[src/rtl/cea_pkg.sv]
// Shared types, constants and arithmetic helpers for the complex element-wise ALU.
package cea_pkg;

	localparam int DW        = 16;
	localparam int FW        = 12;
	localparam int PW        = 2 * DW;
	localparam int QW        = DW + 1;
	localparam int SQ_STEPS  = DW;
	localparam int DIV_STEPS = QW;

	localparam logic [2:0] FN_MULREAL = 3'd0;
	localparam logic [2:0] FN_MULCPLX = 3'd1;
	localparam logic [2:0] FN_DIVREAL = 3'd2;
	localparam logic [2:0] FN_DIVCPLX = 3'd3;
	localparam logic [2:0] FN_SQMAG   = 3'd4;
	localparam logic [2:0] FN_MAG     = 3'd5;
	localparam logic [2:0] FN_CONJ    = 3'd6;

	typedef struct packed {
		logic              sat;
		logic [DW-1:0]     val;
	} sat_t;

	// Products stage.
	typedef struct packed {
		logic [2:0]        func;
		logic              last;
		logic [DW-1:0]     ar;
		logic [DW-1:0]     ai;
		logic [DW-1:0]     br;
		logic [PW-1:0]     p_rr;
		logic [PW-1:0]     p_ii;
		logic [PW-1:0]     p_ri;
		logic [PW-1:0]     p_ir;
		logic [PW-1:0]     p_aa;
		logic [PW-1:0]     p_ai2;
		logic [PW-1:0]     p_bb;
		logic [PW-1:0]     p_bi2;
	} prod_t;

	// Item state carried through the divider and square root steps.
	typedef struct packed {
		logic [2:0]        func;
		logic              last;
		logic              dbz;
		logic              pre_sat;
		logic [DW-1:0]     pre_re;
		logic [DW-1:0]     pre_im;
		logic              neg_re;
		logic              neg_im;
		logic              ovf_re;
		logic              ovf_im;
		logic [PW-1:0]     den;
		logic [PW-1:0]     rem_re;
		logic [PW-1:0]     rem_im;
		logic [QW-1:0]     lo_re;
		logic [QW-1:0]     lo_im;
		logic [QW-1:0]     q_re;
		logic [QW-1:0]     q_im;
		logic [PW-1:0]     sx;
		logic [DW+1:0]     srem;
		logic [DW-1:0]     sroot;
	} item_t;

	typedef struct packed {
		logic [DW-1:0]     re;
		logic [DW-1:0]     im;
		logic              dbz;
		logic              sat;
		logic              last;
	} res_t;

	// Saturate a signed value to the data range.
	function automatic sat_t sat_signed(input logic signed [PW+1:0] v);
		sat_t r;
		if (v > $signed((PW+2)'((1 << (DW-1)) - 1))) begin
			r.sat = 1'b1;
			r.val = {1'b0, {(DW-1){1'b1}}};
		end else if (v < -$signed((PW+2)'(1 << (DW-1)))) begin
			r.sat = 1'b1;
			r.val = {1'b1, {(DW-1){1'b0}}};
		end else begin
			r.sat = 1'b0;
			r.val = v[DW-1:0];
		end
		return r;
	endfunction

	// Apply a sign to a magnitude and saturate.
	function automatic sat_t clip_mag(input logic neg, input logic [QW:0] v);
		sat_t r;
		logic [QW:0] nv;
		nv = ~v + (QW+1)'(1);
		if (!neg) begin
			r.sat = (v > (QW+1)'((1 << (DW-1)) - 1));
			r.val = r.sat ? {1'b0, {(DW-1){1'b1}}} : v[DW-1:0];
		end else begin
			r.sat = (v > (QW+1)'(1 << (DW-1)));
			r.val = r.sat ? {1'b1, {(DW-1){1'b0}}} : nv[DW-1:0];
		end
		return r;
	endfunction

endpackage

[src/rtl/cea_step.sv]
// One restoring step of both dividers and, where enabled, of the square root.
module cea_step (
	input  logic                clk,
	input  logic                en,
	input  logic                sqrt_on,
	input  cea_pkg::item_t      item,
	output cea_pkg::item_t      step_s
);
	import cea_pkg::*;

	logic [PW:0]   t_re, t_im, d_ext;
	logic          b_re, b_im;
	logic [DW+3:0] sr, trial;
	logic          b_sq;
	item_t         nx;

	always_comb begin
		nx    = item;
		d_ext = {1'b0, item.den};

		// Quotient bit for each component.
		t_re = {item.rem_re, item.lo_re[QW-1]};
		t_im = {item.rem_im, item.lo_im[QW-1]};
		b_re = (t_re >= d_ext);
		b_im = (t_im >= d_ext);
		nx.rem_re = b_re ? PW'(t_re - d_ext) : t_re[PW-1:0];
		nx.rem_im = b_im ? PW'(t_im - d_ext) : t_im[PW-1:0];
		nx.lo_re  = {item.lo_re[QW-2:0], 1'b0};
		nx.lo_im  = {item.lo_im[QW-2:0], 1'b0};
		nx.q_re   = {item.q_re[QW-2:0], b_re};
		nx.q_im   = {item.q_im[QW-2:0], b_im};

		// Root bit from the next two radicand bits.
		sr    = {item.srem, item.sx[PW-1:PW-2]};
		trial = {2'b00, item.sroot, 2'b01};
		b_sq  = (sr >= trial);
		if (sqrt_on) begin
			nx.srem  = b_sq ? (DW+2)'(sr - trial) : sr[DW+1:0];
			nx.sroot = {item.sroot[DW-2:0], b_sq};
			nx.sx    = {item.sx[PW-3:0], 2'b00};
		end
	end

	always_ff @(posedge clk) begin
		if (en) begin
			step_s <= nx;
		end
	end

endmodule

[config.mk]
export PLATFORM = sky130hd
export DESIGN_NAME = cea_step
export DESIGN_NICKNAME = d
export VERILOG_FILES = /design/src/rtl/cea_pkg.sv /design/src/rtl/cea_step.sv
export SDC_FILE = /design/constraint.sdc
export NUM_CORES = 1
export LEC_CHECK = 0
export BUFFER_PORTS_ARGS = -buffer_cell sky130_fd_sc_hd__buf_2
export CAP_MARGIN = 20
export CORE_AREA = 2 2 215 217
export CTS_BUF_LIST = sky130_fd_sc_hd__clkbuf_4 sky130_fd_sc_hd__clkbuf_8 sky130_fd_sc_hd__clkbuf_16
export DETAILED_ROUTE_END_ITERATION = 6
export DIE_AREA = 0 0 217 219
export GPL_TIMING_DRIVEN = 0
export PLACE_DENSITY_LB_ADDON = 0.25
export SYNTH_ARGS = -nofsm -noshare
export SYNTH_HDL_FRONTEND = slang
export SYNTH_SLANG_ARGS = --single-unit
[constraint.sdc]
create_clock -name clk -period 8 [get_ports clk]
set_input_delay 0.8 -clock clk [delete_from_list [all_inputs] [get_ports clk]]
set_output_delay 0.8 -clock clk [all_outputs]
set_load 0.1 [all_outputs]
; Word level (Yosys, flattened, before mapping)
; Index checks and enable logic that the tools add are counted.
[classes]
add_sub_neg = 3
multipliers = 0
div_mod_pow = 0
order_cmp = 3
n_eq_ne = 0
shift = 0
n_mux = 4
bitwise = 0
n_reduce_logical = 0
[op_table]
columns = cell, n
row1 = $ge 33x32->1, 2
row2 = $mux 66, 1
row3 = $mux 32, 2
row4 = $sub 32x32->32, 2
row5 = $ge 20x18->1, 1
row6 = $mux 18, 1
row7 = $sub 18x18->18, 1
[word_totals]
regBits = 270
latchBits = 0
mem_bits_rw = 0
rom_bits = 0
input_bits = 275
out_inout_bits = 272
elab_cells = 31
memories = 0

; Depth between registers and ports, before layout
[depth]
depth_word = 3
depth_mapped = 13

; Worst setup path before layout
; OpenSTA, ideal clock, no wires.
[synth_timing]
kind = input -> register
from = in item[199] (netlist name)
to = reg step_s[152] (netlist name), data pin
setup_ns = 0.260
t_arrival_ns = 3.002
t_required_ns = 7.740
setup_slack_ns = 4.738
cell_stages = 11
n_path_buf = 1
cell_sequence = inv_1 > ha_1 > nor2b_1 > o31a_2 > o31ai_2 > a211oi_2 > o2111ai_2 > a21oi_4 > a31oi_4 > buf_6 > mux2_4
[synth_lines]
columns = item, line
row1 = start: declaration, cea_step.sv:6  ; input cea_pkg::item_t item,
row2 = end signal: assignment, cea_step.sv:46  ; step_s <= nx;
row3 = end: declaration, cea_step.sv:7  ; output cea_pkg::item_t step_s

==> impl_metrics.toml <==
[synthesis]
synthesized_area_fraction_occupied_by_ao_oa_aoi_and_oai_cells_pct = 14.3
synth_enable_flop_cells = 270
syn_area_per_cell_um2 = 12.0
yosys_warnings = 0
synth_simple_gate_area_share_pct = 9.12
post_synthesis_cell_type_with_the_largest_combined_area = "sky130_fd_sc_hd__edfxtp_1"
ys_dominant_reg_cell = "sky130_fd_sc_hd__edfxtp_1"
synth.cell_area_um2 = 14000
muxShareOfSynthArea_pct = 3.54
ys_seq_area_share_pct = 58.0
post_synthesis_sequential_element_count = 270
synth_xor_xnor_area_share_pct = 4.26
netlist_instances = 1163
ys_top_cells_by_area = "sky130_fd_sc_hd__edfxtp_1, sky130_fd_sc_hd__ha_1, sky130_fd_sc_hd__o21ai_0, sky130_fd_sc_hd__nand2_1, sky130_fd_sc_hd__mux2_2"
synthesized_area_fraction_occupied_by_adder_cells_pct = 7.63
synth_top_family_by_area = "compound AO/OA/AOI/OAI gates"
synth_cell_types = 68
synthDominantCellAreaShare_pct = 58.0
synth-async-reset-ratio_pct = 0

[critical_path]
worstSetupPathType = "in -> reg"
cp-end-kind = "register"
timing.critical_path.cells = "buf_2 > inv_1 > ha_1 > fa_1 > nand2b_1 > a211oi_2 > o41ai_1 > o311ai_1 > o211ai_1 > o21ai_1 > a221oi_1 > xor2_1 > o21ai_0"
critPathBufInv = 2
cp.required_ns = 8.39
timing.critical_path.from_type = "input port"
slowest_delay_ns = 0.46
cp_max_fanout = 4
critical_path_arrival_ns = 4.14
cpMaxStageDelayCell = "sky130_fd_sc_hd__o311ai_1"
critical-path-top-delay-family = "compound AO/OA/AOI/OAI gates"

[sta]
tns_ns = 0
report.final.slew_viol_count = 0
hold_viol_final = 0
finalSetupViolCount = 0
post-route-min-period_ns = 3.75
slew_headroom_pct = 38.8
grt_setup_unrepaired = "no"
max_freq_ghz = 0.267
final_min_period_over_clock_period_pct = 46.8
worst_pin_slew_ns = 0.906

[die]
die_area_um2 = 47500
initial_utilization_pct = 31.0
row_count = 78
ioPinCount = 547
chipWidth_um = 217
die-height_um = 219
core_area_um2 = 45100

[cts]
ctsHoldBuffers = 0
cts_setup_buffers = 0
cts_max_level = 1
max-clock-path-buffers = 3
clk_pin_slew_ns = 0.07
numCtsBuffers = 31
numClockSinks = 270
tritoncts = "built"
cts_resized = 0
cts_root_buf = "sky130_fd_sc_hd__clkbuf_16"

[route]
drt_wl_total_um = 51000
post_drt_wl_per_cell_um = 21.5
viasPerCell = 4.87
detailedRoute.firstIterationViolations = 695
detail-route-antenna-nets = 0
drt_pass1_iterations = 5
dr_total_vias = 11500
post-route-drc-count = 0

[global_routing]
antenna_found_initial = 13
gr-usage-all-layers_pct = 20.2
globalRoute.totalOverflow = 0
grt_pass1_wl_um = 72000
number_of_global_route_vias_before_repair = 11600
largest_net_degree_at_the_start_of_global_routing = 127

[cells_and_area]
final_net_count = 2099
post_route_cells_drive_above_1_share_pct = 37.4
top_register_by_number_of_flip_flops = "step_s"
area_overhead_of_the_layout_relative_to_synthesis_pct = 32.7
layout.cells.most_common_list = "sky130_fd_sc_hd__buf_2, sky130_fd_sc_hd__edfxtp_1, sky130_fd_sc_hd__nand2_1"
layout.cells.most_common = "sky130_fd_sc_hd__buf_2"
finalNonFillerCells = 2368
number_of_flip_flops_in_the_largest_register = 270
layout_top_registers = "step_s (270)"

[run_status]
status = "finished clean"

[place]
gpl.final_weighted_congestion = 0.915
io_buffer_count = 541
placed_cells = 2307
dpl.hpwl_um = 41600

[power]
power-per-cell-area_nw_per_um2 = 275
total_leakage_power_uw = 0.00812
irDropWorstVdd_uv = 211

[min_path]
min_from = "item[237]"
whs_path_depth = 1
min-delay-path-class = "in -> reg"
hold_end = "step_s[237]"

[run]
max_cap_violation_count = 0
[final cells by class]
type,count,area (um^2)
Timing Repair Buffer,543,2770
Clock inverter,19,196
Fill cell,4469,26500
Buffer,40,189
Tap cell,600,751
Multi-Input combinational cell,788,5440
Clock buffer,39,836
Antenna cell,3,7.51
Inverter,66,248
Sequential cell,270,8110
[stage by stage]
stage               setup slack [ns]  util (%)  hold slack (ns)  cell area (um^2)  power [uW]
floorplan                       4.74         -            0.899             14000        3270
global placement                2.24      38.7            0.977             17400        3690
detailed placement              3.75      38.8            0.978             17500        3690
CTS                             4.40      41.1            0.330             18500        5160
global route                    4.24      41.1            0.344             18500        5300
finish                          4.25      41.1            0.381             18500        5110
[synth_stat cells, drive strengths merged (2+ instances only)]
cell type,number
o21bai,8
or3,4
o41ai,2
o2111ai,2
and4,2
xor2,39
inv,66
edfxtp,270
and2,5
a221oi,3
nand4,14
a211oi,8
a31oi,12
nand2,118
nand2b,15
o21ai,116
a21boi,5
nor2,46
buf,17
o31ai,11
mux2,32
o31a,2
clkbuf,23
nor2b,13
a21o,42
o21a,12
o211ai,5
mux2i,13
a211o,2
xnor2,29
and3,11
nor4,4
nand3b,2
a21oi,71
o41a,2
fa,2
nand3,20
nor3,20
ha,82
[report_power, final]
part | switching (uW) | total, uW | internal [uW] | leakage [uW]
sequential | 37.5 | 1780 | 1740 | 0.00264
clock | 602 | 1440 | 842 | 0.000506
combinational | 1530 | 1880 | 351 | 0.00497
total | 2170 | 5110 | 2930 | 0.00812
[logic make-up after synthesis]
kind of cell / Yosys count
other: 1
buffers and inverters: 106
AND/OR/NAND/NOR: 275
adder cells (fa/ha/maj): 84
AO/OA/AOI/OAI: 314
flip-flops: 270
multiplexers: 45
XOR/XNOR: 68
[routing by layer]
layer	vias to the layer above	wire length, um	track usage (%)
met2	418	26400	37.8
met3	81	4100	5.38
li1	5486	-	-
met1	5535	19100	22.7
met5	-	83	0
met4	14	1320	5.11
[worst max path at each step]
stage,from,slack (ns),depth (start not counted),to
2_1_floorplan,item[199],4.74,11,step_s[152]
3_3_place_gp,en,2.24,1,step_s[119]
3_5_place_dp,item[116],3.75,13,step_s[164]
4_1_cts,item[116],4.40,13,step_s[164]
5_1_grt,item[116],4.24,13,step_s[164]
6_report,item[116],4.25,13,step_s[164]
Power figures use the tool's default switching activity.
