## src/rtl/cea_pkg.sv

```systemverilog
// Shared types, constants and arithmetic helpers for the complex element-wise ALU.
package cea_pkg;

	localparam int DW        = 16;
	localparam int FW        = 12;
	localparam int PW        = 2 * DW;
	localparam int QW        = DW + 1;
	localparam int SQ_STEPS  = DW;
	localparam int DIV_STEPS = QW;

	localparam logic [2:0] FN_MULREAL = 3'd0;
	localparam logic [2:0] FN_MULCPLX = 3'd1;
	localparam logic [2:0] FN_DIVREAL = 3'd2;
	localparam logic [2:0] FN_DIVCPLX = 3'd3;
	localparam logic [2:0] FN_SQMAG   = 3'd4;
	localparam logic [2:0] FN_MAG     = 3'd5;
	localparam logic [2:0] FN_CONJ    = 3'd6;

	typedef struct packed {
		logic              sat;
		logic [DW-1:0]     val;
	} sat_t;

	// Products stage.
	typedef struct packed {
		logic [2:0]        func;
		logic              last;
		logic [DW-1:0]     ar;
		logic [DW-1:0]     ai;
		logic [DW-1:0]     br;
		logic [PW-1:0]     p_rr;
		logic [PW-1:0]     p_ii;
		logic [PW-1:0]     p_ri;
		logic [PW-1:0]     p_ir;
		logic [PW-1:0]     p_aa;
		logic [PW-1:0]     p_ai2;
		logic [PW-1:0]     p_bb;
		logic [PW-1:0]     p_bi2;
	} prod_t;

	// Item state carried through the divider and square root steps.
	typedef struct packed {
		logic [2:0]        func;
		logic              last;
		logic              dbz;
		logic              pre_sat;
		logic [DW-1:0]     pre_re;
		logic [DW-1:0]     pre_im;
		logic              neg_re;
		logic              neg_im;
		logic              ovf_re;
		logic              ovf_im;
		logic [PW-1:0]     den;
		logic [PW-1:0]     rem_re;
		logic [PW-1:0]     rem_im;
		logic [QW-1:0]     lo_re;
		logic [QW-1:0]     lo_im;
		logic [QW-1:0]     q_re;
		logic [QW-1:0]     q_im;
		logic [PW-1:0]     sx;
		logic [DW+1:0]     srem;
		logic [DW-1:0]     sroot;
	} item_t;

	typedef struct packed {
		logic [DW-1:0]     re;
		logic [DW-1:0]     im;
		logic              dbz;
		logic              sat;
		logic              last;
	} res_t;

	// Saturate a signed value to the data range.
	function automatic sat_t sat_signed(input logic signed [PW+1:0] v);
		sat_t r;
		if (v > $signed((PW+2)'((1 << (DW-1)) - 1))) begin
			r.sat = 1'b1;
			r.val = {1'b0, {(DW-1){1'b1}}};
		end else if (v < -$signed((PW+2)'(1 << (DW-1)))) begin
			r.sat = 1'b1;
			r.val = {1'b1, {(DW-1){1'b0}}};
		end else begin
			r.sat = 1'b0;
			r.val = v[DW-1:0];
		end
		return r;
	endfunction

	// Apply a sign to a magnitude and saturate.
	function automatic sat_t clip_mag(input logic neg, input logic [QW:0] v);
		sat_t r;
		logic [QW:0] nv;
		nv = ~v + (QW+1)'(1);
		if (!neg) begin
			r.sat = (v > (QW+1)'((1 << (DW-1)) - 1));
			r.val = r.sat ? {1'b0, {(DW-1){1'b1}}} : v[DW-1:0];
		end else begin
			r.sat = (v > (QW+1)'(1 << (DW-1)));
			r.val = r.sat ? {1'b1, {(DW-1){1'b0}}} : nv[DW-1:0];
		end
		return r;
	endfunction

endpackage

```

## src/rtl/cea_setup.sv

```systemverilog
// Second pipeline stage: sums, direct results and divider/root setup.
module cea_setup (
	input  logic                clk,
	input  logic                en,
	input  cea_pkg::prod_t      prod,
	output cea_pkg::item_t      item_s2
);
	import cea_pkg::*;

	logic signed [PW+1:0] s_mre, s_mim, s_dre, s_dim, e_rr, e_ir;
	logic [PW-1:0]        mag2, den, num_re, num_im;
	logic [PW+FW-1:0]     n_re, n_im;
	logic                 neg_re, neg_im, is_div;
	sat_t                 r_re, r_im, r_sq, r_cj;
	logic [DW-1:0]        conj_im;

	always_comb begin
		e_rr  = {{2{prod.p_rr[PW-1]}}, prod.p_rr};
		e_ir  = {{2{prod.p_ir[PW-1]}}, prod.p_ir};
		s_mre = e_rr - {{2{prod.p_ii[PW-1]}}, prod.p_ii};
		s_mim = {{2{prod.p_ri[PW-1]}}, prod.p_ri} + e_ir;
		s_dre = e_rr + {{2{prod.p_ii[PW-1]}}, prod.p_ii};
		s_dim = e_ir - {{2{prod.p_ri[PW-1]}}, prod.p_ri};
		mag2  = prod.p_aa + prod.p_ai2;

		// Products floored to the fraction width, then saturated.
		if (prod.func == FN_MULREAL) begin
			r_re = sat_signed(e_rr >>> FW);
			r_im = sat_signed(e_ir >>> FW);
		end else begin
			r_re = sat_signed(s_mre >>> FW);
			r_im = sat_signed(s_mim >>> FW);
		end
		r_sq.sat = (mag2[PW-1:FW] > (PW-FW)'((1 << (DW-1)) - 1));
		r_sq.val = r_sq.sat ? {1'b0, {(DW-1){1'b1}}} : mag2[FW+DW-1:FW];
		conj_im   = ~prod.ai + DW'(1);
		r_cj.sat  = (prod.ai == {1'b1, {(DW-1){1'b0}}});
		r_cj.val  = r_cj.sat ? {1'b0, {(DW-1){1'b1}}} : conj_im;

		// Divider operands as sign and magnitude.
		if (prod.func == FN_DIVREAL) begin
			num_re = PW'(prod.ar[DW-1] ? DW'(~prod.ar + DW'(1)) : prod.ar);
			num_im = PW'(prod.ai[DW-1] ? DW'(~prod.ai + DW'(1)) : prod.ai);
			den    = PW'(prod.br[DW-1] ? DW'(~prod.br + DW'(1)) : prod.br);
			neg_re = prod.ar[DW-1] ^ prod.br[DW-1];
			neg_im = prod.ai[DW-1] ^ prod.br[DW-1];
		end else begin
			num_re = PW'(s_dre[PW+1] ? -s_dre : s_dre);
			num_im = PW'(s_dim[PW+1] ? -s_dim : s_dim);
			den    = prod.p_bb + prod.p_bi2;
			neg_re = s_dre[PW+1];
			neg_im = s_dim[PW+1];
		end
		n_re   = {num_re, {FW{1'b0}}};
		n_im   = {num_im, {FW{1'b0}}};
		is_div = (prod.func == FN_DIVREAL) || (prod.func == FN_DIVCPLX);
	end

	always_ff @(posedge clk) begin
		if (en) begin
			item_s2.func   <= prod.func;
			item_s2.last   <= prod.last;
			item_s2.dbz    <= is_div && (den == '0);
			item_s2.neg_re <= neg_re;
			item_s2.neg_im <= neg_im;
			item_s2.ovf_re <= (PW'(n_re[PW+FW-1:QW]) >= den);
			item_s2.ovf_im <= (PW'(n_im[PW+FW-1:QW]) >= den);
			item_s2.den    <= den;
			item_s2.rem_re <= PW'(n_re[PW+FW-1:QW]);
			item_s2.rem_im <= PW'(n_im[PW+FW-1:QW]);
			item_s2.lo_re  <= n_re[QW-1:0];
			item_s2.lo_im  <= n_im[QW-1:0];
			item_s2.q_re   <= '0;
			item_s2.q_im   <= '0;
			item_s2.sx     <= mag2;
			item_s2.srem   <= '0;
			item_s2.sroot  <= '0;
			case (prod.func)
				FN_MULREAL, FN_MULCPLX: begin
					item_s2.pre_re  <= r_re.val;
					item_s2.pre_im  <= r_im.val;
					item_s2.pre_sat <= r_re.sat | r_im.sat;
				end
				FN_SQMAG: begin
					item_s2.pre_re  <= r_sq.val;
					item_s2.pre_im  <= '0;
					item_s2.pre_sat <= r_sq.sat;
				end
				FN_CONJ: begin
					item_s2.pre_re  <= prod.ar;
					item_s2.pre_im  <= r_cj.val;
					item_s2.pre_sat <= r_cj.sat;
				end
				default: begin
					item_s2.pre_re  <= '0;
					item_s2.pre_im  <= '0;
					item_s2.pre_sat <= 1'b0;
				end
			endcase
		end
	end

endmodule

```

## config.mk

```make
export PLATFORM = sky130hd
export DESIGN_NAME = cea_setup
export DESIGN_NICKNAME = d
export VERILOG_FILES = /design/src/rtl/cea_pkg.sv /design/src/rtl/cea_setup.sv
export SDC_FILE = /design/constraint.sdc
export NUM_CORES = 1
export LEC_CHECK = 0
export ABC_CLOCK_PERIOD_IN_PS = 4700
export BUFFER_PORTS_ARGS = -buffer_cell sky130_fd_sc_hd__buf_2
export CORE_ASPECT_RATIO = 1.25
export CORE_MARGIN = 10
export CORE_UTILIZATION = 44
export CTS_CLUSTER_DIAMETER = 50
export DETAILED_ROUTE_END_ITERATION = 7
export PLACE_DENSITY_LB_ADDON = 0.25
export SETUP_SLACK_MARGIN = 0.02
export SLEW_MARGIN = 15
export SYNTH_ARGS = -nofsm -noshare
export SYNTH_HDL_FRONTEND = slang
export SYNTH_SLANG_ARGS = --single-unit
```

## constraint.sdc

```tcl
create_clock -name clk -period 4.7 [get_ports clk]
set_input_delay 0.47 -clock clk [delete_from_list [all_inputs] [get_ports clk]]
set_output_delay 0.47 -clock clk [all_outputs]
set_load 0.01 [all_outputs]
```

# Word level (Yosys, flattened, before mapping)
# Cells that the tools add are included.
dict set report totals {
  regBits 170
  latch_bits 0
  ram_bits 0
  rom_bits 0
  inputBits 310
  output_inout_bits 272
  wordCells 78
  n_memories 0
}
dict set report op_classes {
  add_sub_neg 11
  mul 0
  div_mod_pow 0
  order_cmp 11
  eq_ne 6
  n_shift 0
  muxes 23
  bitwise 6
  reduce_logical 5
}
# op count
set op_table {}
lappend op_table {{2-to-1 mux 17 bit} 10}
lappend op_table {{2-to-1 mux 32 bit} 5}
lappend op_table {{case mux 33 bit (3 select lines)} 1}
lappend op_table {{2-to-1 mux 16 bit} 5}
lappend op_table {{adder 32 x 32 -> 33 bit} 2}
lappend op_table {{subtractor 32 x 32 -> 33 bit} 2}
lappend op_table {{adder 32 bit} 2}
lappend op_table {{greater-or-equal comparator 27 x 32 -> 1 bit} 2}
lappend op_table {{negator 32 bit} 2}
lappend op_table {{adder 16 x 1 -> 16 bit, second input constant} 3}
lappend op_table {{NOT 16 bit} 3}
lappend op_table {{greater-than comparator 21 x 16 -> 1 bit, second input constant} 2}
lappend op_table {{< comparator 21 x 16 -> 1 bit, second input constant} 2}
lappend op_table {{greater-than comparator 20 x 16 -> 1 bit, second input constant} 2}
lappend op_table {{< comparator 20 x 16 -> 1 bit, second input constant} 2}
lappend op_table {{zero test 32 bit} 1}
lappend op_table {{greater-than comparator 20 x 15 -> 1 bit, second input constant} 1}
lappend op_table {{== test 16 bit, second input constant} 1}
lappend op_table {{== test 3 x 2 -> 1 bit, second input constant} 2}
lappend op_table {{== test 3 bit, second input constant} 2}
lappend op_table {{== test 3 x 1 -> 1 bit, second input constant} 1}
lappend op_table {{zero test 3 bit} 1}
lappend op_table {{2-to-1 mux 1 bit} 2}
lappend op_table {{OR reduction 2 bit} 1}
lappend op_table {{4 further kinds} 5}

# Longest topological paths before layout
dict set report depth {
  ltp_word 7
  ltp_mapped 27
  depth_no_buf 26
}

# Least setup slack after synthesis
# No wires, ideal clock.
dict set report synth_timing {
  kind {input to register}
  start {input prod[128] (netlist bit)}
  end {register item_s2[230] (netlist bit) (data pin)}
  setup_ps 254
  arrival_ps 4886
  required_time_ps 4446
  slack_ps -440
  cell_stages 24
  n_path_buf 0
  cell_sequence {inv_1 ha_1 fa_1 nor2b_1 o31a_1 o211ai_2 o311a_1 a2111o_1 a311oi_1 or4b_1 nor3_2 or3_1 a21oi_1 ha_1 nor2b_1 o21ai_0 nand2b_1 a21oi_1 nor2b_1 o211ai_1 o211ai_1 o21ai_0 a21oi_1 o21a_1}
}
dict set report synth_via {
  elab_chain_len 5
}
# element line_no
set synth_lines {}
lappend synth_lines {{start, declared} cea_setup.sv:5} ;# input cea_pkg::prod_t prod,
lappend synth_lines {{subtractor 32 x 32 -> 33 bit *} cea_setup.sv:23} ;# s_dim = e_ir - {{2{prod.p_ri[PW-1]}}, prod.p_ri};
lappend synth_lines {{negator 32 bit} cea_setup.sv:49} ;# num_im = PW'(s_dim[PW+1] ? -s_dim : s_dim);
lappend synth_lines {{2-to-1 mux 32 bit *} cea_setup.sv:49}
lappend synth_lines {{2-to-1 mux 32 bit *} cea_setup.sv:41} ;# if (prod.func == FN_DIVREAL) begin
lappend synth_lines {{named net num_im[23]} cea_setup.sv:11} ;# logic [PW-1:0] mag2, den, num_re, num_im;
lappend synth_lines {{greater-or-equal comparator 27 x 32 -> 1 bit *} cea_setup.sv:67} ;# item_s2.ovf_im <= (PW'(n_im[PW+FW-1:QW]) >= den);
lappend synth_lines {{end, declared} cea_setup.sv:6} ;# output cea_pkg::item_t item_s2
# Mark *: on every way through the listed nets, which the timed path passes. The rest lies on a longest branch.
# A chain may end at the register's enable or synchronous reset.

# Worst setup path in the final report
# Same ends and word-level chain as after synthesis.

==> metrics.txt <==
GR Util met2 between 50 and 60%; crit path time final between 4 and 5 ns; synth warn 0; post-synth design cell area approximately 0.022 mm^2; IO Port Bufs 479; CP Max Fanout 5; vias in the first global route 24900; Worst Path Arrival 5.08 ns; CP Class input port to register; Max Clk Rate 206 MHz; dpl ws -0.814 ns; Die Y 269 um; Longest Clk Path Bufs 2; register bit count reported by yosys between 150 and 200; Worst setup SP type input port; Vias/cell 5.63; EDFF count, synth 170; Hold Path Class input port to register; row count 91; first-pass GRT wire length 145000 um; gr ovfl total 0; H-Tree Depth 4; max_cap viols 0; failing checks negative setup slack; met3 GRT Util 3.95%; Hold Violations, Final 0; number of flip-flops in the largest register 170; Primary FF master, synth edfxtp_1; Vias between 20000 and 25000; Routed Antenna Nets 0; register bank with the most flops item_s2; Worst Tran Pin Value 0.985 ns; most frequent cells in the layout 565 x buf_4, 473 x buf_2, 238 x nor2_1, 238 x ha_1, 230 x a21oi_1; Ports 582; mux cell area share after synthesis less than 1%; Core Box Area 0.0493 mm^2; leading registers by flop count item_s2 x170; die area 0.0591 mm^2; drt first pass iters 6; placer congestion estimate ~1; XOR/XNOR share of the synthesized area under 10%; Initial Util 44.4%; Avg Synthesized Cell Area 8.18 um^2; WP data required between 4 and 5 ns; initial DRC count 1372; Total GRT Usage 31.2%; Num CTS Buffers 17; largest net degree at the start of global routing slightly below 80; Root Buffer clkbuf_16; crit share post-route 103%; P&R area growth vs syn 36.6%; ratio of cells with drive above 1 in the final layout 32.8%; Yosys cell types 101; met1 GRT Util 34.8%; Pleak ~14 nW; placed cells 4264; asr flop ratio synth 0%; clk slew on worst S/H paths 0.08 ns; peak supply drop 324 uV; Synth Area in Adders roughly 15%; crit path capture type register; # DRC 0; Filler Cell Count 4428; crit-path max cell delay 0.44 ns; Hold-fix buffers, CTS 0; clk sinks 170; CTS tree built; initial antenna violation count 9; # setup viols final 1; RSZ-0062 raised after global routing yes; Horiz. Die Dim 219 um; final wirelength 95900 um; most common cell after layout, fill and taps aside buf_4; layer carrying the most global-route usage met2; Compound-Gate Fraction of Synth Area about a quarter; Pwr Density approximately 290 mW/mm^2; Crit-path slowest cell a2111o_1; Final Non-Filler Cells 4313; WL/cell 22.2 um; HPWL after DPL 81800 um; largest family of logic cells by synthesized area compound AO/OA/AOI/OAI gates; outcome finished, violations left; gate count after technology mapping approximately 2700; sequential area share after synthesis 23.3%; post-synthesis simple-gate area fraction 18.7%; pins over their slew limit 0; worst setup slack after layout -0.145 ns; final-stage net count 4207; relative slew slack 34.0%
-- worst paths after layout --
kind / slack [ns] / cells after the start / endpoint / from
setup / recovery: -0.14 / 25 / item_s2[230] / prod[128]
hold / removal: 0.17 / 1 / item_s2[268] / prod[304]
-- routing by layer --
layer	vias to the layer above	part of all wire [%]
met3	212	4.8
met4	2	5.6
met5	-	0.023
li1	11600	-
met2	846	51
met1	11600	39
-- Yosys cell counts (38+ instances only) --
| master | instances | area share, % |
|---|---|---|
| ha_1 | 250 | 14 |
| nor2_1 | 243 | 4.2 |
| a21oi_1 | 236 | 5.4 |
| inv_1 | 173 | 3.0 |
| edfxtp_1 | 170 | 23 |
| xnor2_1 | 153 | 6.1 |
| o21ai_0 | 152 | 3.5 |
| nand2_1 | 132 | 2.3 |
| buf_4 | 102 | 3.5 |
| xor2_1 | 85 | 3.4 |
| clkbuf_1 | 81 | 1.4 |
| nor3_1 | 76 | 1.7 |
| nand3_1 | 52 | 1.2 |
| nand2b_1 | 48 | 1.4 |
| a21o_1 | 43 | 1.5 |
| nor2b_1 | 43 | 1.2 |
| o21a_1 | 41 | 1.4 |
| o31ai_1 | 39 | 1.3 |
| nand4_1 | 38 | 1.1 |
-- critical path: cells and delay by family --
kind / cells / cell delay (ns)
simple gates: 7 / 1.08
compound gates: 13 / 2.66
buf+inv: 2 / 0.12
fa+ha+maj: 3 / 0.74
-- cell families after synthesis --
family,count (synthesis)
mux,15
flops,170
xor+xnor,238
simple gates,805
compound gates,815
other cells,1
fa+ha+maj,254
buf+inv,378
-- report_power, final --
group	internal, W	switching, W	total, W	leakage (nW)
combinational	0.00217	0.00265	0.00481	12.0
sequential	0.00203	0.000159	0.00219	1.66
clock	0.000755	0.000759	0.00151	0.282
-- final cells by class --
cell class / count / area [um^2] / area share (%)
Clock inverter: 14 / 155 / 0.519
Sequential cell: 170 / 5100 / 17.1
Inverter: 174 / 661 / 2.21
Tap cell: 651 / 815 / 2.73
Antenna cell: 6 / 15.0 / 0.0503
Timing Repair Buffer: 1051 / 6820 / 22.8
Clock buffer: 18 / 429 / 1.44
Multi-Input combinational cell: 2229 / 15900 / 53.1
-- stage by stage --
stage	hold WS, ns	cell area [um^2]	setup TNS [ns]	util (%)	total power [W]
after floorplan	0.569	22500	-0.250	-	0.00464
after global placement	0.648	28900	-2.38	58.6	0.00679
after detailed placement	0.654	28900	-2.78	58.6	0.00686
after CTS	0.153	29700	-0.102	60.2	0.00843
after global routing	0.167	29900	-0.668	60.6	0.00901
final	0.169	29900	-0.145	60.6	0.00852
-- repair_timing --
item | in CTS | in global routing
setup endpoints to repair | 2 | 2
gates resized for setup | 34 | 34
buffers inserted | 7 | 4
pin swaps | 33 | 25
Note: power is estimated with default switching activity, not from simulation.
