==> src/rtl/cea_pkg.sv <==
// Shared types, constants and arithmetic helpers for the complex element-wise ALU.
package cea_pkg;

	localparam int DW        = 16;
	localparam int FW        = 12;
	localparam int PW        = 2 * DW;
	localparam int QW        = DW + 1;
	localparam int SQ_STEPS  = DW;
	localparam int DIV_STEPS = QW;

	localparam logic [2:0] FN_MULREAL = 3'd0;
	localparam logic [2:0] FN_MULCPLX = 3'd1;
	localparam logic [2:0] FN_DIVREAL = 3'd2;
	localparam logic [2:0] FN_DIVCPLX = 3'd3;
	localparam logic [2:0] FN_SQMAG   = 3'd4;
	localparam logic [2:0] FN_MAG     = 3'd5;
	localparam logic [2:0] FN_CONJ    = 3'd6;

	typedef struct packed {
		logic              sat;
		logic [DW-1:0]     val;
	} sat_t;

	// Products stage.
	typedef struct packed {
		logic [2:0]        func;
		logic              last;
		logic [DW-1:0]     ar;
		logic [DW-1:0]     ai;
		logic [DW-1:0]     br;
		logic [PW-1:0]     p_rr;
		logic [PW-1:0]     p_ii;
		logic [PW-1:0]     p_ri;
		logic [PW-1:0]     p_ir;
		logic [PW-1:0]     p_aa;
		logic [PW-1:0]     p_ai2;
		logic [PW-1:0]     p_bb;
		logic [PW-1:0]     p_bi2;
	} prod_t;

	// Item state carried through the divider and square root steps.
	typedef struct packed {
		logic [2:0]        func;
		logic              last;
		logic              dbz;
		logic              pre_sat;
		logic [DW-1:0]     pre_re;
		logic [DW-1:0]     pre_im;
		logic              neg_re;
		logic              neg_im;
		logic              ovf_re;
		logic              ovf_im;
		logic [PW-1:0]     den;
		logic [PW-1:0]     rem_re;
		logic [PW-1:0]     rem_im;
		logic [QW-1:0]     lo_re;
		logic [QW-1:0]     lo_im;
		logic [QW-1:0]     q_re;
		logic [QW-1:0]     q_im;
		logic [PW-1:0]     sx;
		logic [DW+1:0]     srem;
		logic [DW-1:0]     sroot;
	} item_t;

	typedef struct packed {
		logic [DW-1:0]     re;
		logic [DW-1:0]     im;
		logic              dbz;
		logic              sat;
		logic              last;
	} res_t;

	// Saturate a signed value to the data range.
	function automatic sat_t sat_signed(input logic signed [PW+1:0] v);
		sat_t r;
		if (v > $signed((PW+2)'((1 << (DW-1)) - 1))) begin
			r.sat = 1'b1;
			r.val = {1'b0, {(DW-1){1'b1}}};
		end else if (v < -$signed((PW+2)'(1 << (DW-1)))) begin
			r.sat = 1'b1;
			r.val = {1'b1, {(DW-1){1'b0}}};
		end else begin
			r.sat = 1'b0;
			r.val = v[DW-1:0];
		end
		return r;
	endfunction

	// Apply a sign to a magnitude and saturate.
	function automatic sat_t clip_mag(input logic neg, input logic [QW:0] v);
		sat_t r;
		logic [QW:0] nv;
		nv = ~v + (QW+1)'(1);
		if (!neg) begin
			r.sat = (v > (QW+1)'((1 << (DW-1)) - 1));
			r.val = r.sat ? {1'b0, {(DW-1){1'b1}}} : v[DW-1:0];
		end else begin
			r.sat = (v > (QW+1)'(1 << (DW-1)));
			r.val = r.sat ? {1'b1, {(DW-1){1'b0}}} : nv[DW-1:0];
		end
		return r;
	endfunction

endpackage

==> src/rtl/cea_out.sv <==
// Last pipeline stage: result selection and saturation into the output register.
module cea_out (
	input  logic                clk,
	input  logic                en,
	input  cea_pkg::item_t      item,
	output cea_pkg::res_t       res_s20
);
	import cea_pkg::*;

	sat_t d_re, d_im, m_r;
	res_t nx;

	always_comb begin
		d_re = clip_mag(item.neg_re, {item.ovf_re, item.q_re});
		d_im = clip_mag(item.neg_im, {item.ovf_im, item.q_im});
		m_r  = clip_mag(1'b0, (QW+1)'(item.sroot));
		nx.last = item.last;
		nx.dbz  = 1'b0;
		case (item.func)
			FN_DIVREAL, FN_DIVCPLX: begin
				if (item.dbz) begin
					nx.re  = '0;
					nx.im  = '0;
					nx.dbz = 1'b1;
					nx.sat = 1'b0;
				end else begin
					nx.re  = d_re.val;
					nx.im  = d_im.val;
					nx.sat = d_re.sat | d_im.sat;
				end
			end
			FN_MAG: begin
				nx.re  = m_r.val;
				nx.im  = '0;
				nx.sat = m_r.sat;
			end
			default: begin
				nx.re  = item.pre_re;
				nx.im  = item.pre_im;
				nx.sat = item.pre_sat;
			end
		endcase
	end

	always_ff @(posedge clk) begin
		if (en) begin
			res_s20 <= nx;
		end
	end

endmodule

==> config.mk <==
export PLATFORM = sky130hd
export DESIGN_NAME = cea_out
export DESIGN_NICKNAME = d
export VERILOG_FILES = /design/src/rtl/cea_pkg.sv /design/src/rtl/cea_out.sv
export SDC_FILE = /design/constraint.sdc
export NUM_CORES = 1
export LEC_CHECK = 0
export ABC_AREA = 0
export BUFFER_PORTS_ARGS = -buffer_cell sky130_fd_sc_hd__buf_2
export CORE_AREA = 2 2 118 120
export CTS_CLUSTER_SIZE = 10
export DETAILED_ROUTE_END_ITERATION = 8
export DIE_AREA = 0 0 120 122
export PLACE_DENSITY = 0.63
export SLEW_MARGIN = 40
export SYNTH_ARGS = -nofsm -noshare
export SYNTH_HDL_FRONTEND = slang
export SYNTH_SLANG_ARGS = --single-unit
==> constraint.sdc <==
create_clock -name clk -period 1.6 [get_ports clk]
set_input_delay 0.08 -clock clk [delete_from_list [all_inputs] [get_ports clk]]
set_output_delay 0.08 -clock clk [all_outputs]
set_load 0.1 [all_outputs]
Yosys cells after proc, flatten, opt, wreduce, memory -nomap -nowiden
Cells that the tools add are included.

Output and inout bits: 35. Register bits: 35. Memory bits (read-only): 0. Memories: 0. Bits in latches: 0. Logic and storage cells: 31. Input bits: 274. RAM bits: 0.

Eq/ne operators: 3. Reductions and logical operators: 1. Mux-type cells: 12. Add/sub/neg operators: 2. Shift-type cells: 0. Multipliers: 0. Magnitude comparators: 5. Bitwise logic cells: 3. Div/mod/pow operators: 0.

Operators with widths (number): two-way mux 16 bit (5); one-hot mux 32 bit (2 select lines) (1); > comparator 18 x 15 -> 1 bit (second input constant) (2); > comparator 18 x 16 -> 1 bit (second input constant) (2); two-way mux 17 bit (2); adder 16 x 1 -> 16 bit (second input constant) (2); two-way mux 32 bit (1); inverter 16 bit (2); > comparator 16 x 15 -> 1 bit (second input constant) (1); == test 3 x 2 -> 1 bit (second input constant) (2); == test 3 bit (second input constant) (1); two-way mux 1 bit (2); one-hot mux 1 bit (2 select lines) (1); OR reduction 2 bit (1); OR 1 bit (1).

Depth between registers and ports, before layout
Gate-level depths: netlist of run 1.

Depth after elaboration: 7. Gate-level depth with buffers: 7.

Least setup slack after synthesis of run 1
OpenSTA, ideal clock, no wires.

Kind: input-to-reg. From: input item[83] in the netlist's numbering. To: register res_s20[22] in the netlist's numbering, data pin. Arrival time: 1257 ps. Buffers on the path: 1. Required time: 1325 ps. Stages on the path: 7. Slack: 68 ps. Library setup time: 275 ps. Cells stage by stage: inv_1 -> ha_1 -> nor3b_2 -> nand4_1 -> a2bb2oi_1 -> buf_2 -> o221ai_1.

RTL lines: from (decl) (line cea_out.sv:5) `input cea_pkg::item_t item,`; to (signal assigned) (line cea_out.sv:47) `res_s20 <= nx;`; to (decl) (line cea_out.sv:6) `output cea_pkg::res_t res_s20`.

==> results of run 1 <==
## stage by stage
stage	total power, uW	util, %	area (um2)
floorplan	2077	-	2789
global route	3640	30.69	4144
finish	3473	30.71	4146
detailed placement	2526	29.47	3980
CTS	3511	30.54	4124
global placement	2514	29.47	3980
## synth_stat cells, types with 3 or more instances
library cell,instances
inv_1,9
buf_2,4
a2bb2oi_1,3
nand4_1,7
o31ai_2,4
o31ai_1,10
o311ai_0,3
clkbuf_1,11
nor3_1,6
o21ai_0,22
o22ai_1,3
nand2_1,41
a311oi_1,3
nand3_1,8
mux2i_1,5
nand2b_1,7
o211ai_1,3
a31oi_1,6
edfxtp_1,35
nor4_1,3
o221ai_1,8
or3_1,4
and3_1,3
nor2_1,33
a21oi_1,30
nand3b_1,4
## power by group
group	switching [uW]	total [uW]	internal, uW
logic	1040	1380	341
registers	24.5	1140	1120
clock network	392	952	560
## cells by family (layout without fill, tap and decap cells)
group	count (synthesis)	after routing	synth area share [%]
AO/OA/AOI/OAI	108	108	26.16
XOR/XNOR	1	1	0.3141
adder cells (fa/ha/maj)	2	2	0.8971
buffers and inverters	28	198	4.845
flip-flops	35	35	37.69
multiplexers	5	5	1.795
other	0	1	0
AND/OR/NAND/NOR	141	141	28.31
## layout make-up
cell class,instances,area [um2],area share (%)
Tap cell,180,225.2,5.431
Clock buffer,5,125.1,3.017
Sequential cell,35,1051,25.35
Multi-Input combinational cell,257,1627,39.23
Timing Repair Buffer,182,1074,25.89
Antenna cell,1,2.502,0.06035
Inverter,9,33.78,0.8147
Clock inverter,2,8.758,0.2112
## path summary, 6_finish.rpt
| kind | start | endpoint | cells after the start |
|---|---|---|---|
| setup / recovery | item[83] | res_s20[33] | 7 |
| hold / removal | item[246] | res_s20[15] | 3 |
## cells in the final DEF, fill, tap and decap left out, types with 5 or more instances in the layout
cell type	n
nand2_1	41
o21ai_0	22
inv_1	9
clkbuf_16	5
buf_2	128
nand3_1	8
o221ai_1	8
o31ai_1	10
nand2b_1	7
buf_4	51
a21oi_1	30
edfxtp_1	35
nand4_1	7
nor2_1	33
a31oi_1	6
nor3_1	6
mux2i_1	5
## worst max-delay path: cells and delay by family
| kind | cells | cell delay [ns] |
|---|---|---|
| compound gates | 2 | 0.70 |
| fa+ha+maj | 1 | 0.22 |
| buf+inv | 2 | 0.16 |
| simple gates | 2 | 0.41 |
## per-layer routing
metal	wire length, um	share of wire, %
met5	0	0
met1	5188	47
met4	216	2.0
met3	1161	11
met2	4368	40
## what timing repair did
action	CTS	global route
hold buffers	1	0
resized for setup	0	5
endpoints found under the hold margin	1	0
setup endpoints to repair	0	8
==> run_results.csv, run 1 <==
group,metric,value,unit
route,ant_nets,0,
cells_and_area,reg_top3,"res_s20 x35",
timing,fin_setup_tns,0,ns
setup_path,cpMaxStageDelayCell,"o41ai_1",
global_routing,grt_pass1_wl,16.36,mm
clocking,clock-sinks,35,
clocking,cts_setup_buffers,0,
timing,tightest_slew,0.6243,ns
clocking,cts_max_path_buffers,2,
global_routing,grt_busiest_layer,"met1",
route,first_iter_violations,152,
timing,min_period,1.510,ns
die,start_util,20.65,%
logic_synthesis,synth_top_area_share,37.69,%
route,drc,0,
global_routing,antenna_found_initial,0,
job,max_cap_viol_count,0,
logic_synthesis,ys_seq_area_share,37.69,%
logic_synthesis,synth_edf_count,35,
placement,dpl.hpwl,8.518,mm
global_routing,grt_overflow,0,
logic_synthesis,async_reset_ff_share,0,%
cells_and_area,top_register,"res_s20",
worst_hold_path,min_path_type,"in2reg",
clocking,ctsRootBufferMaster,"clkbuf_16",
placement,portBuffers,128,
clocking,cts_made_buffers,5,
power_and_ir_drop,power-per-cell-area,837.5,nW/um2
setup_path,critical_path.max_fanout,5,
logic_synthesis,synthDistinctLibCells,58,
logic_synthesis,synth_top_cell_by_area,"edfxtp_1",
power_and_ir_drop,irDropWorstVdd,0.4232,mV
placement,gp_congestion,0.8688,
cells_and_area,layout.nets,766,
global_routing,grt_max_degree,36,
route,wl_per_cell,16.30,um
setup_path,cp-end-kind,"flip-flop",
cells_and_area,fillers,1446,
global_routing,grt_pass1_vias,3193,
logic_synthesis,synth_nets,596,
logic_synthesis,synth_seq_cells,35,
clocking,clk_pin_slew,0.06,ns
power_and_ir_drop,cellLeakagePower,0.001764,uW
die,die-area,14640,um2
timing,final-setup-viol-count,0,
clocking,htreeDepth,2,
clocking,cts_tree,"built",
route,routed_wl,10.93,mm
cells_and_area,stdcell_count,671,
timing,fin_worst_hold_slack,0.07691,ns
global_routing,gr-usage-met3,5.618,%
logic_synthesis,avgSynthCellArea,8.715,um2
setup_path,crit_chain,"buf_2 -> inv_1 -> ha_1 -> nor3b_4 -> nand4_1 -> a2bb2oi_1 -> o41ai_1",
timing,final_max_slew_viol_count,0,
placement,dp_slack,-0.2343,ns
setup_path,cp.required,1.66,ns
setup_path,worstPathArrival,1.57,ns
route,via_per_inst,4.900,
cells_and_area,largest_register_ffs,35,
route,dr.pass1.iters,4,
cells_and_area,synthToLayoutAreaGrowth,48.68,%
status,status,"finished clean",
die,fp.dieH,122,um
timing,hold_violations,0,
logic_synthesis,synthFlopType,"edfxtp_1",
die,rows,43,
logic_synthesis,netlist_area,2789,um2
logic_synthesis,yosys_warnings,0,
setup_path,startpoint_type,"input port",
placement,place_inst,662,
logic_synthesis,synthCells,320,
setup_path,max_stage_delay,0.47,ns
timing,fmax,0.6621,GHz
timing,period_share,94.39,%
die,pin_count,309,
die,dieWidth,120,um
setup_path,setup.worst_path.class,"in2reg",
timing,relSlewSlack,58.14,%
route,route.vias.total,3288,
logic_synthesis,synth.area.top_cells,"edfxtp_1 38%, nand2_1 5.5%, a21oi_1 5.4%, nor2_1 4.4%, o21ai_0 3.9%",
global_routing,grt_use_met1,20.46,%
global_routing,track_usage,14.66,%
timing,fin_ws,0.08975,ns
die,core-area,13500,um2
global_routing,use_met2,20.03,%
cells_and_area,drive_above_1_share,42.86,%
Power figures use the tool's default switching activity.
==> run 2, diff against run 1 <==
- RECOVER_POWER: default -> 25
==> run 2 against run 1 <==
Against the previous run:
- count of clock-buffer cells in the layout stayed put
- highest routed layer unchanged
- critical endpoint unchanged
- sequential share of layout area increased by 0.12 points
- total power down 0.12%
- largest cell class unchanged
==> run_results.csv, run 2 (same netlist as run 1, synthesis figures left out) <==
group,metric,value,unit
status,status,"finished clean",
clocking,htreeDepth,2,
die,core-area,13500,um2
placement,place_inst,662,
worst_hold_path,holdPathStages,3,
job,max_cap_viol_count,0,
global_routing,grt_pass1_wl,16.36,mm
route,routed_wl,10.86,mm
route,drc,0,
clocking,cts_setup_buffers,0,
global_routing,use_met2,20.03,%
timing,fin_setup_tns,0,ns
placement,gp_congestion,0.8688,
setup_path,max_stage_delay,0.46,ns
timing,relSlewSlack,32.40,%
cells_and_area,regArea,1051,um2
clocking,clock-sinks,35,
timing,fmax,0.6708,GHz
cells_and_area,reg_top3,"res_s20 x35",
global_routing,antenna_found_initial,0,
die,dieWidth,120,um
cells_and_area,largest_register_ffs,35,
route,first_iter_violations,138,
placement,portBuffers,128,
route,dr.pass1.iters,5,
route,wl_per_cell,16.21,um
timing,final_max_slew_viol_count,0,
cells_and_area,final_common_cell,"buf_2",
cells_and_area,synthToLayoutAreaGrowth,48.00,%
route,ant_nets,0,
cells_and_area,stdcell_count,670,
power_and_ir_drop,cellLeakagePower,0.001756,uW
setup_path,worstPathArrival,1.55,ns
route,route.vias.total,3326,
die,rows,43,
cells_and_area,final_cell_mix,"127 x buf_2, 51 x buf_4, 41 x nand2_1",
die,start_util,20.65,%
global_routing,track_usage,14.66,%
cells_and_area,layout.nets,766,
die,die-area,14640,um2
cells_and_area,fillers,1449,
power_and_ir_drop,irDropWorstVdd,0.4226,mV
timing,period_share,93.17,%
timing,hold_violations,0,
clocking,ctsRootBufferMaster,"clkbuf_16",
power_and_ir_drop,power-per-cell-area,840.3,nW/um2
cells_and_area,top_register,"res_s20",
power_and_ir_drop,p_total,3469,uW
cells_and_area,drive_above_1_share,42.65,%
cells_and_area,antennaDiodeCount,0,
setup_path,crit_chain,"buf_2 -> inv_1 -> ha_1 -> nor3b_4 -> nand4_1 -> a2bb2oi_1 -> o41ai_1",
cells_and_area,multi_input_area,1627,um2
timing,final-setup-viol-count,0,
setup_path,cpMaxStageDelayCell,"o41ai_1",
global_routing,grt_busiest_layer,"met1",
setup_path,cp.required,1.66,ns
global_routing,grt_max_degree,36,
die,fp.dieH,122,um
setup_path,setup.worst_path.class,"in2reg",
setup_path,critical_path.max_fanout,5,
die,pin_count,309,
clocking,cts_max_path_buffers,2,
global_routing,grt_pass1_vias,3193,
placement,dpl.hpwl,8.518,mm
clocking,cts_made_buffers,5,
timing,tightest_slew,1.014,ns
setup_path,cp-end-kind,"flip-flop",
timing,min_period,1.491,ns
clocking,clk_pin_slew,0.06,ns
setup_path,startpoint_type,"input port",
global_routing,grt_overflow,0,
global_routing,gr-usage-met3,5.618,%
global_routing,grt_use_met1,20.46,%
clocking,cts_tree,"built",
worst_hold_path,min_path_type,"in2reg",
route,via_per_inst,4.964,
==> run 2: changes by cell type in the layout (fill, tap and decap cells not counted), sizes merged <==
| cell | delta |
|---|---|
| diode | -1 |
| clkbuf | +2 |
| buf | -2 |
==> run 2: layout make-up <==
cell class / count / area share (%)
inverters: 9 / 0.8184
clock buffers: 5 / 3.031
repair buffers: 182 / 25.61
multi-input cells: 257 / 39.41
well taps: 180 / 5.456
clock inverters: 2 / 0.2122
flip-flops and latches: 35 / 25.46
==> run 2: timing repair <==
| action | 4_1_cts | 5_1_grt |
|---|---|---|
| hold endpoints to repair | 1 | 0 |
| gates resized for setup | 0 | 5 |
| hold buffers | 1 | 0 |
| setup endpoints to repair | 0 | 8 |
==> run 2: worst paths after layout <==
kind                      end  slack [ns]       from
hold / removal    res_s20[15]        0.07  item[246]
setup / recovery  res_s20[33]        0.11   item[83]
==> run 2: power breakdown <==
group | switching, uW | total, uW | internal [uW] | leakage [uW]
logic | 1040 | 1370 | 336 | 0.00135
registers | 24.6 | 1140 | 1120 | 0.000340
clock network | 392 | 952 | 560 | 0.0000671
==> run 2: per-layer routing <==
layer,part of all wire [%],up-vias
met1,47,1540
met3,12,16
met4,1.9,0
met2,39,182
met5,0,-
li1,-,1588
==> run 2: critical path: cells and delay by family <==
kind            cells  cell delay (ns)
compound gates      2             0.69
simple gates        2             0.41
fa+ha+maj           1             0.22
buf+inv             2             0.16
==> run 2: metrics by stage <==
| stage | setup slack (ns) | instance area [um2] | hold slack, ns | utilization [%] |
|---|---|---|---|---|
| floorplan | 0.06826 | 2789 | 0.1789 | - |
| global placement | -0.1687 | 3980 | 0.2662 | 29.47 |
| detailed placement | -0.2343 | 3980 | 0.2695 | 29.47 |
| CTS | 0.05242 | 4124 | 0.06437 | 30.54 |
| global route | -0.0004274 | 4128 | 0.08183 | 30.57 |
| finish | 0.1093 | 4128 | 0.07452 | 30.57 |
